<file path="src/sv/cpu_accumulator_alu_with_flags_defines.svh">
// assertion macros for the accumulator alu top level
// expects clk and rst_n in the scope of each use
`ifndef CPU_ACCUMULATOR_ALU_WITH_FLAGS_DEFINES_SVH
`define CPU_ACCUMULATOR_ALU_WITH_FLAGS_DEFINES_SVH

// same-cycle implication
`define CAF_ASSERT_NOW(lbl, ante, cons, msg) \
  lbl: assert property (@(posedge clk) disable iff (!rst_n) (ante) |-> (cons)) else $error(msg);

// next-cycle implication
`define CAF_ASSERT_NEXT(lbl, ante, cons, msg) \
  lbl: assert property (@(posedge clk) disable iff (!rst_n) (ante) |=> (cons)) else $error(msg);

`endif

</file>
<file path="src/sv/caf_pkg.sv">
// shared types, command codes and constants for the accumulator alu
// used by caf_alu and cpu_accumulator_alu_with_flags
package caf_pkg;

  localparam logic [4:0] CMD_ADD   = 5'd0;
  localparam logic [4:0] CMD_ADC   = 5'd1;
  localparam logic [4:0] CMD_SUB   = 5'd2;
  localparam logic [4:0] CMD_SBC   = 5'd3;
  localparam logic [4:0] CMD_AND   = 5'd4;
  localparam logic [4:0] CMD_OR    = 5'd5;
  localparam logic [4:0] CMD_XOR   = 5'd6;
  localparam logic [4:0] CMD_CP    = 5'd7;
  localparam logic [4:0] CMD_INC   = 5'd8;
  localparam logic [4:0] CMD_DEC   = 5'd9;
  localparam logic [4:0] CMD_RLCA  = 5'd10;
  localparam logic [4:0] CMD_RRCA  = 5'd11;
  localparam logic [4:0] CMD_RLA   = 5'd12;
  localparam logic [4:0] CMD_RRA   = 5'd13;
  localparam logic [4:0] CMD_CPL   = 5'd14;
  localparam logic [4:0] CMD_CCF   = 5'd15;
  localparam logic [4:0] CMD_DAA   = 5'd16;
  localparam logic [4:0] CMD_ADDHL = 5'd17;

  localparam logic [7:0] DAA_HI_LIMIT = 8'h99;
  localparam logic [3:0] DAA_LO_LIMIT = 4'h9;
  localparam logic [7:0] DAA_ADJ_HI   = 8'h60;
  localparam logic [7:0] DAA_ADJ_LO   = 8'h06;

  typedef struct packed {
    logic [4:0]  cmd;
    logic [7:0]  operand_byte;
    logic [15:0] hl_value;
    logic [15:0] operand_word;
  } caf_in_t;

  typedef struct packed {
    logic [7:0]  acc_out;
    logic        zero_flag;
    logic        subtract_flag;
    logic        half_carry_flag;
    logic        carry_flag;
    logic [7:0]  register_result;
    logic [15:0] hl_result;
  } caf_out_t;

  typedef struct packed {
    logic z;
    logic n;
    logic h;
    logic c;
  } caf_flags_t;

endpackage

</file>
<file path="src/sv/caf_alu.sv">
// combinational datapath: one command applied to accumulator and flags
// depends on caf_pkg
module caf_alu (
  input  caf_pkg::caf_in_t    item,
  input  logic [7:0]          acc,
  input  caf_pkg::caf_flags_t flags,
  output caf_pkg::caf_out_t   res
);
  import caf_pkg::*;

  logic        ci;
  logic        bi;
  logic [8:0]  sum9;
  logic [4:0]  hsum5;
  logic [8:0]  diff9;
  logic [4:0]  hdiff5;
  logic [16:0] sum17;
  logic [12:0] hsum13;
  logic [7:0]  and_v;
  logic [7:0]  or_v;
  logic [7:0]  xor_v;
  logic [7:0]  inc_v;
  logic [7:0]  dec_v;
  logic        daa_hi;
  logic        daa_lo;
  logic [7:0]  daa_adj;
  logic [7:0]  daa_v;
  logic        daa_c;

  assign ci = (item.cmd == CMD_ADC) & flags.c;
  assign bi = (item.cmd == CMD_SBC) & flags.c;

  assign sum9   = {1'b0, acc} + {1'b0, item.operand_byte} + {8'd0, ci};
  assign hsum5  = {1'b0, acc[3:0]} + {1'b0, item.operand_byte[3:0]} + {4'd0, ci};
  assign diff9  = {1'b0, acc} - {1'b0, item.operand_byte} - {8'd0, bi};
  assign hdiff5 = {1'b0, acc[3:0]} - {1'b0, item.operand_byte[3:0]} - {4'd0, bi};
  assign sum17  = {1'b0, item.hl_value} + {1'b0, item.operand_word};
  assign hsum13 = {1'b0, item.hl_value[11:0]} + {1'b0, item.operand_word[11:0]};

  assign and_v = acc & item.operand_byte;
  assign or_v  = acc | item.operand_byte;
  assign xor_v = acc ^ item.operand_byte;
  assign inc_v = item.operand_byte + 8'd1;
  assign dec_v = item.operand_byte - 8'd1;

  // decimal adjust follows the n flag
  assign daa_hi  = flags.n ? flags.c : (flags.c | (acc > DAA_HI_LIMIT));
  assign daa_lo  = flags.n ? flags.h : (flags.h | (acc[3:0] > DAA_LO_LIMIT));
  assign daa_adj = (daa_hi ? DAA_ADJ_HI : 8'h00) | (daa_lo ? DAA_ADJ_LO : 8'h00);
  assign daa_v   = flags.n ? (acc - daa_adj) : (acc + daa_adj);
  assign daa_c   = daa_hi;

  always_comb begin
    res.acc_out         = acc;
    res.zero_flag       = flags.z;
    res.subtract_flag   = flags.n;
    res.half_carry_flag = flags.h;
    res.carry_flag      = flags.c;
    res.register_result = 8'h00;
    res.hl_result       = 16'h0000;
    unique case (item.cmd) inside
      CMD_ADD, CMD_ADC: begin
        res.acc_out         = sum9[7:0];
        res.zero_flag       = (sum9[7:0] == 8'h00);
        res.subtract_flag   = 1'b0;
        res.half_carry_flag = hsum5[4];
        res.carry_flag      = sum9[8];
      end
      CMD_SUB, CMD_SBC, CMD_CP: begin
        if (item.cmd != CMD_CP) begin
          res.acc_out = diff9[7:0];
        end
        res.zero_flag       = (diff9[7:0] == 8'h00);
        res.subtract_flag   = 1'b1;
        res.half_carry_flag = hdiff5[4];
        res.carry_flag      = diff9[8];
      end
      CMD_AND: begin
        res.acc_out         = and_v;
        res.zero_flag       = (and_v == 8'h00);
        res.subtract_flag   = 1'b0;
        res.half_carry_flag = 1'b1;
        res.carry_flag      = 1'b0;
      end
      CMD_OR: begin
        res.acc_out         = or_v;
        res.zero_flag       = (or_v == 8'h00);
        res.subtract_flag   = 1'b0;
        res.half_carry_flag = 1'b0;
        res.carry_flag      = 1'b0;
      end
      CMD_XOR: begin
        res.acc_out         = xor_v;
        res.zero_flag       = (xor_v == 8'h00);
        res.subtract_flag   = 1'b0;
        res.half_carry_flag = 1'b0;
        res.carry_flag      = 1'b0;
      end
      CMD_INC: begin
        res.register_result = inc_v;
        res.zero_flag       = (inc_v == 8'h00);
        res.subtract_flag   = 1'b0;
        res.half_carry_flag = (item.operand_byte[3:0] == 4'hF);
      end
      CMD_DEC: begin
        res.register_result = dec_v;
        res.zero_flag       = (dec_v == 8'h00);
        res.subtract_flag   = 1'b1;
        res.half_carry_flag = (item.operand_byte[3:0] == 4'h0);
      end
      CMD_RLCA, CMD_RLA: begin
        res.acc_out         = {acc[6:0], (item.cmd == CMD_RLA) ? flags.c : acc[7]};
        res.zero_flag       = 1'b0;
        res.subtract_flag   = 1'b0;
        res.half_carry_flag = 1'b0;
        res.carry_flag      = acc[7];
      end
      CMD_RRCA, CMD_RRA: begin
        res.acc_out         = {(item.cmd == CMD_RRA) ? flags.c : acc[0], acc[7:1]};
        res.zero_flag       = 1'b0;
        res.subtract_flag   = 1'b0;
        res.half_carry_flag = 1'b0;
        res.carry_flag      = acc[0];
      end
      CMD_CPL: begin
        res.acc_out         = ~acc;
        res.subtract_flag   = 1'b1;
        res.half_carry_flag = 1'b1;
      end
      CMD_CCF: begin
        res.subtract_flag   = 1'b0;
        res.half_carry_flag = 1'b0;
        res.carry_flag      = ~flags.c;
      end
      CMD_DAA: begin
        res.acc_out         = daa_v;
        res.zero_flag       = (daa_v == 8'h00);
        res.half_carry_flag = 1'b0;
        res.carry_flag      = daa_c;
      end
      CMD_ADDHL: begin
        res.hl_result       = sum17[15:0];
        res.subtract_flag   = 1'b0;
        res.half_carry_flag = hsum13[12];
        res.carry_flag      = sum17[16];
      end
      default: begin
      end
    endcase
  end

endmodule

</file>
<file path="src/sv/cpu_accumulator_alu_with_flags.sv">
// accumulator alu top level: input register, datapath, result register
// depends on caf_pkg, caf_alu and cpu_accumulator_alu_with_flags_defines.svh
// an item is held in the input register, then its result in the result register until taken
// throughput: one item per cycle, held back only by out_stall
// reset (synchronous, rst_n low) clears accumulator, flags and both valid bits
`include "cpu_accumulator_alu_with_flags_defines.svh"

module cpu_accumulator_alu_with_flags (
  input  logic              clk,
  input  logic              rst_n,
  input  logic              in_valid,
  output logic              in_stall,
  input  caf_pkg::caf_in_t  in_data,
  output logic              out_valid,
  input  logic              out_stall,
  output caf_pkg::caf_out_t out_data
);
  import caf_pkg::*;

  logic       s1_valid_r;
  logic       s1_valid_nxt;
  caf_in_t    s1_data_r;
  logic       out_valid_r;
  logic       out_valid_nxt;
  caf_out_t   out_data_r;
  logic [7:0] acc_r;
  caf_flags_t flg_r;
  caf_out_t   alu_res;
  logic       s1_adv;
  logic       in_take;

  caf_alu u_alu (
    .item  (s1_data_r),
    .acc   (acc_r),
    .flags (flg_r),
    .res   (alu_res)
  );

  assign s1_adv   = s1_valid_r & (~out_valid_r | ~out_stall);
  assign in_stall = s1_valid_r & ~s1_adv;
  assign in_take  = in_valid & ~in_stall;

  always_comb begin
    s1_valid_nxt = s1_valid_r;
    if (in_take) begin
      s1_valid_nxt = 1'b1;
    end else if (s1_adv) begin
      s1_valid_nxt = 1'b0;
    end
  end

  always_comb begin
    out_valid_nxt = out_valid_r;
    if (s1_adv) begin
      out_valid_nxt = 1'b1;
    end else if (out_valid_r & ~out_stall) begin
      out_valid_nxt = 1'b0;
    end
  end

  always_ff @(posedge clk) begin
    if (!rst_n) begin
      s1_valid_r  <= 1'b0;
      out_valid_r <= 1'b0;
      acc_r       <= 8'h00;
      flg_r       <= '0;
    end else begin
      s1_valid_r  <= s1_valid_nxt;
      out_valid_r <= out_valid_nxt;
      if (s1_adv) begin
        acc_r   <= alu_res.acc_out;
        flg_r.z <= alu_res.zero_flag;
        flg_r.n <= alu_res.subtract_flag;
        flg_r.h <= alu_res.half_carry_flag;
        flg_r.c <= alu_res.carry_flag;
      end
    end
  end

  always_ff @(posedge clk) begin
    if (in_take) begin
      s1_data_r <= in_data;
    end
    if (s1_adv) begin
      out_data_r <= alu_res;
    end
  end

  assign out_valid = out_valid_r;
  assign out_data  = out_data_r;

  `CAF_ASSERT_NEXT(a_state_hold, !s1_adv, $stable(acc_r) && $stable(flg_r), "state moved")
  `CAF_ASSERT_NEXT(a_res_acc, s1_adv, out_valid_r && out_data_r.acc_out == acc_r, "acc mismatch")
  `CAF_ASSERT_NOW(a_stall_cause, in_stall, s1_valid_r && out_valid_r && out_stall, "bad stall")

endmodule

</file>
<file path="config.mk">
export PLATFORM = sky130hd
export DESIGN_NAME = cpu_accumulator_alu_with_flags
export DESIGN_NICKNAME = d
export VERILOG_FILES = /design/src/sv/caf_pkg.sv /design/src/sv/caf_alu.sv /design/src/sv/cpu_accumulator_alu_with_flags.sv
export VERILOG_INCLUDE_DIRS = /design/src /design/src/sv
export SDC_FILE = /design/constraint.sdc
export NUM_CORES = 1
export LEC_CHECK = 0
export ABC_CLOCK_PERIOD_IN_PS = 4600
export BUFFER_PORTS_ARGS = -buffer_cell sky130_fd_sc_hd__buf_2
export CORE_UTILIZATION = 59
export DETAILED_ROUTE_END_ITERATION = 8
export GPL_TIMING_DRIVEN = 0
export PLACE_DENSITY_LB_ADDON = 0.1
export SLEW_MARGIN = 15
export SYNTH_ARGS = -nofsm -noshare
export SYNTH_HDL_FRONTEND = slang
export SYNTH_SLANG_ARGS = --single-unit
</file>
<file path="constraint.sdc">
create_clock -name clk -period 4.6 [get_ports clk]
set_input_delay 0.69 -clock clk [delete_from_list [all_inputs] [get_ports clk]]
set_output_delay 0.69 -clock clk [all_outputs]
set_load 0.01 [all_outputs]
</file>
==> results.txt <==
Summed over all failing endpoints, the final setup total negative slack is 0 ns. The maximum number of pins on one net before global-route repair is between 40 and 50. The max-capacitance violation count is 0.

The slowest stage of the critical path is the sky130_fd_sc_hd__a311oi_2 cell. The async set-or-reset flop fraction in the synthesized netlist came out at 0. The number of diodes added for antenna fixing came out at 0. In the final layout, the share of cells above drive strength 1 is 0.176. The period utilization is 0.901.

In the layout the commonest cells are sky130_fd_sc_hd__buf_2 (97), sky130_fd_sc_hd__edfxtp_1 (81), sky130_fd_sc_hd__ha_1 (58), sky130_fd_sc_hd__nor2_1 (57), sky130_fd_sc_hd__nand2_1 (43). The H-tree depth came out at 3. The number of setup violations in the final report came out at 0. Power spread over the standard cell area amounts to approximately 310 nW/um^2. The cell sitting at the root of the clock tree is a sky130_fd_sc_hd__clkbuf_16. The post-detailed-routing wire length is 20600 microns. Once detailed placement completed, the half-perimeter wirelength came to approximately 16000 microns. Measured along the x axis, the die boundary spans ~110 microns. The final worst slack is approximately 0.45 ns. The origin of the critical flop-to-flop path is s1_data_r[43].

The overflow left after global routing came out at 0. The post-synthesis register bit count came out at 95. The category of the worst setup path launch point is a flip-flop. The synthesized area came out at roughly 6800 sq um. The logic depth of the worst path, buffers included is 12.

In the final routed layout, each cell accounts on average for about 22 microns. The upper clock frequency limit came out at 0.241 GHz. The most common library cell in the layout ignoring fill and taps is sky130_fd_sc_hd__buf_2. The number of hold-slack violations in the final timing report came out at 0. For this run, the register share of the synthesized area comes to 0.399. In the post-synthesis netlist, the biggest area contributors are sky130_fd_sc_hd__edfxtp_1 (36%), sky130_fd_sc_hd__ha_1 (11%), sky130_fd_sc_hd__dfxtp_1 (4.1%), sky130_fd_sc_hd__nor2_1 (3.1%), sky130_fd_sc_hd__xnor2_1 (3.1%).

The count of hold buffers inserted by post-cts repair came out at 0. The end point of the critical path is out_data[35]. The clock slew seen by the registers of the worst setup and hold paths came out at roughly 0.07 ns.

The worst register-to-register path ends at out_data[35]. The type of the most critical hold path is in -> reg. The total number of vias is about 6100. For this run, the detailed router's first-pass iteration total came to 6. The number of global-route vias before repair was ~5900.

The die covers approximately 12000 sq um. The number of different library cells used by synthesis comes to 81. Of all nets on the critical path, the largest fanout is 10. The CTS buffer count is 9. TritonCTS built the clock tree. In this run the worst setup path begins at s1_data_r[43]. The global placer's final weighted congestion came out at 1.00.

The number of enable flip-flop cells after synthesis is between 80 and 90. The height of the die came out at about 110 microns. The maximum clock path buffer count is 2. The actual transition at the worst max-transition pin is 0.942 ns.

Among the stages of the critical path, the cell type that occurs most often is sky130_fd_sc_hd__buf_2. The clock tree skew after final layout came out at ~0.0085 ns. STA classifies the critical path endpoint as a flip-flop.

The leading area contributor after synthesis is sky130_fd_sc_hd__edfxtp_1. The post-layout instance count excluding filler cells came out at between 900 and 1000. The initial antenna violation count is 0. The layout overhead on the synthesized area came out at 13.8%. The worst path buffer plus inverter count is 2. The tightest hold path in the finished design has a slack of approximately 0.5 ns.

The data required time at the worst endpoint came out at ~4.7 ns. Synthesis produced a netlist with a net count of around 800. The worst setup path is of the reg -> reg kind. The pre-CTS worst setup slack came out at between 0.3 and 0.4 ns. The highest cell delay on the worst timing path came out at roughly 0.55 ns.

The clock sink total came out at between 90 and 100. The area of the core is 11000 sq um. For the worst setup path, the data arrival time is around 4.2 ns. The critical path goes through buf_2 -> buf_2 -> nor2_1 -> nand4_1 -> fa_1 -> ha_1 -> a211oi_1 -> o22ai_1 -> a311oi_2 -> o2111a_1 -> o211ai_1 -> a21boi_0. The standard-cell row count came out at 38. The detailed router's first-iteration violation count is just under 700. The final routed DRC violation total came out at 0.

The worst path in the final design needs a cycle of between 4 and 5 ns, including I/O delays and setup. The synthesized area divided by synthesized cell count came out at 9.81 sq um. The first-pass GRT wire length came out at about 31000 microns.

The count of antenna-violating nets left after detailed routing is 0. The post-place instance area is around 7400 sq um. In this run the static leakage power is slightly above 3 nW.

The number of nets in the layout came out at 903. The count of buffers added on input and output ports is 86. The flop-to-flop setup slack came out at roughly 0.45 ns. The tightest slew margin relative to the limit is 0.355. The later-pin clock latency in the skew report came out at 0.35 ns. The finished cells cover 7740 sq um.

Including well taps, the total number of placed cells is between 900 and 1000. The category of cells accounting for the largest share of critical-path delay is compound AO/OA/AOI/OAI gates. The run finished with clean final reports. The total global routing track utilization came out at 0.355. The boundary pin count came out at between 80 and 90.

The number of cell instances on the worst register-to-register path came out at 12. Setup repair after global routing left no endpoint under its margin. After detailed routing, the number of vias per cell comes to 6.55. The max-slew violation count is 0. The count of yosys warnings during synthesis came out at 0. Among all flip-flop cells after synthesis, the most frequent one is sky130_fd_sc_hd__edfxtp_1. The cell count after synthesis came out at 693. Of the post-synthesis cell area, the dominant cell type holds 0.358. The maximum resistive drop on vdd came out at 0.267 mV. For this configuration, the core starts out at a cell density of 0.616.
-- power breakdown --
| part | switching [mW] | internal (mW) |
|---|---|---|
| Combinational | 0.397 | 0.247 |
| Clock | 0.350 | 0.406 |
| Sequential | 0.0374 | 0.991 |
-- metrics by stage --
stage	power [mW]	utilization
after floorplan	1.46	-
after global placement	1.64	0.671
after detailed placement	1.66	0.674
after CTS	2.41	0.701
after global routing	2.51	0.702
final	2.43	0.702
-- logic make-up after synthesis --
logic type / share of synthesized area
compound gates: 0.198
xor+xnor: 0.0425
fa+ha+maj: 0.121
buf+inv: 0.0454
flops: 0.399
mux: 0.0149
simple gates: 0.179
-- cell usage after synthesis (all sizes together) (4+ instances only) --
| library cell | instances |
|---|---|
| a22oi | 6 |
| mux2i | 9 |
| nand2 | 43 |
| buf | 15 |
| a211o | 4 |
| a21o | 6 |
| inv | 39 |
| xor2 | 9 |
| o211ai | 5 |
| o21a | 13 |
| xnor2 | 24 |
| a211oi | 11 |
| nand4 | 10 |
| edfxtp | 81 |
| a31oi | 4 |
| nor2 | 57 |
| o22ai | 8 |
| a21boi | 9 |
| or3 | 7 |
| o221a | 5 |
| and3 | 11 |
| clkbuf | 14 |
| o31ai | 4 |
| o21ai | 35 |
| or2 | 5 |
| ha | 58 |
| nor2b | 15 |
| fa | 5 |
| nor4 | 12 |
| a21oi | 40 |
| a221oi | 4 |
| or4 | 4 |
| nand3 | 14 |
| nor3 | 22 |
| dfxtp | 14 |
| nand2b | 13 |
| and2 | 4 |
| nor3b | 5 |
-- what timing repair did --
item / in CTS / in global routing
buffers inserted: 0 / 0
setup endpoints to repair: 0 / 1
hold endpoints to repair: 0 / 0
resized for setup: 0 / 1
-- area by class of cell --
cell class                      instances  area (sq um)
Multi-Input combinational cell        529          3790
Fill cell                             819          3290
Sequential cell                        95          2710
Timing Repair Buffer                   87           450
Clock buffer                           11           253
Tap cell                              140           175
Buffer                                 29           159
Inverter                               40           151
Clock inverter                          5          45.0
-- state kept, by name, indices dropped and copies added (netlist names) --
signal / flops
flg_r: 4
s1_valid_r: 1
acc_r: 8
out_valid: 1
out_data: 36
s1_data_r: 45
-- how the worst min path moves through the flow --
stage	startpoint	to	slack, ns	cells past startpoint
2_1_floorplan	s1_valid_r	out_valid	0.47	2
3_3_place_gp	s1_valid_r	out_valid	0.48	2
3_5_place_dp	s1_valid_r	out_valid	0.51	2
4_1_cts	in_data[21]	s1_data_r[21]	0.51	1
5_1_grt	in_data[16]	s1_data_r[16]	0.51	1
6_report	in_data[11]	s1_data_r[11]	0.51	1
-- metal layers --
metal  GRT usage  vias up  share of wire
li1            -     2802              -
met1       0.463     2888           0.41
met2       0.569      377           0.46
met3      0.0794       60          0.095
met4       0.153        0          0.034
met5           0        -              0
Power figures use the tool's default switching activity.
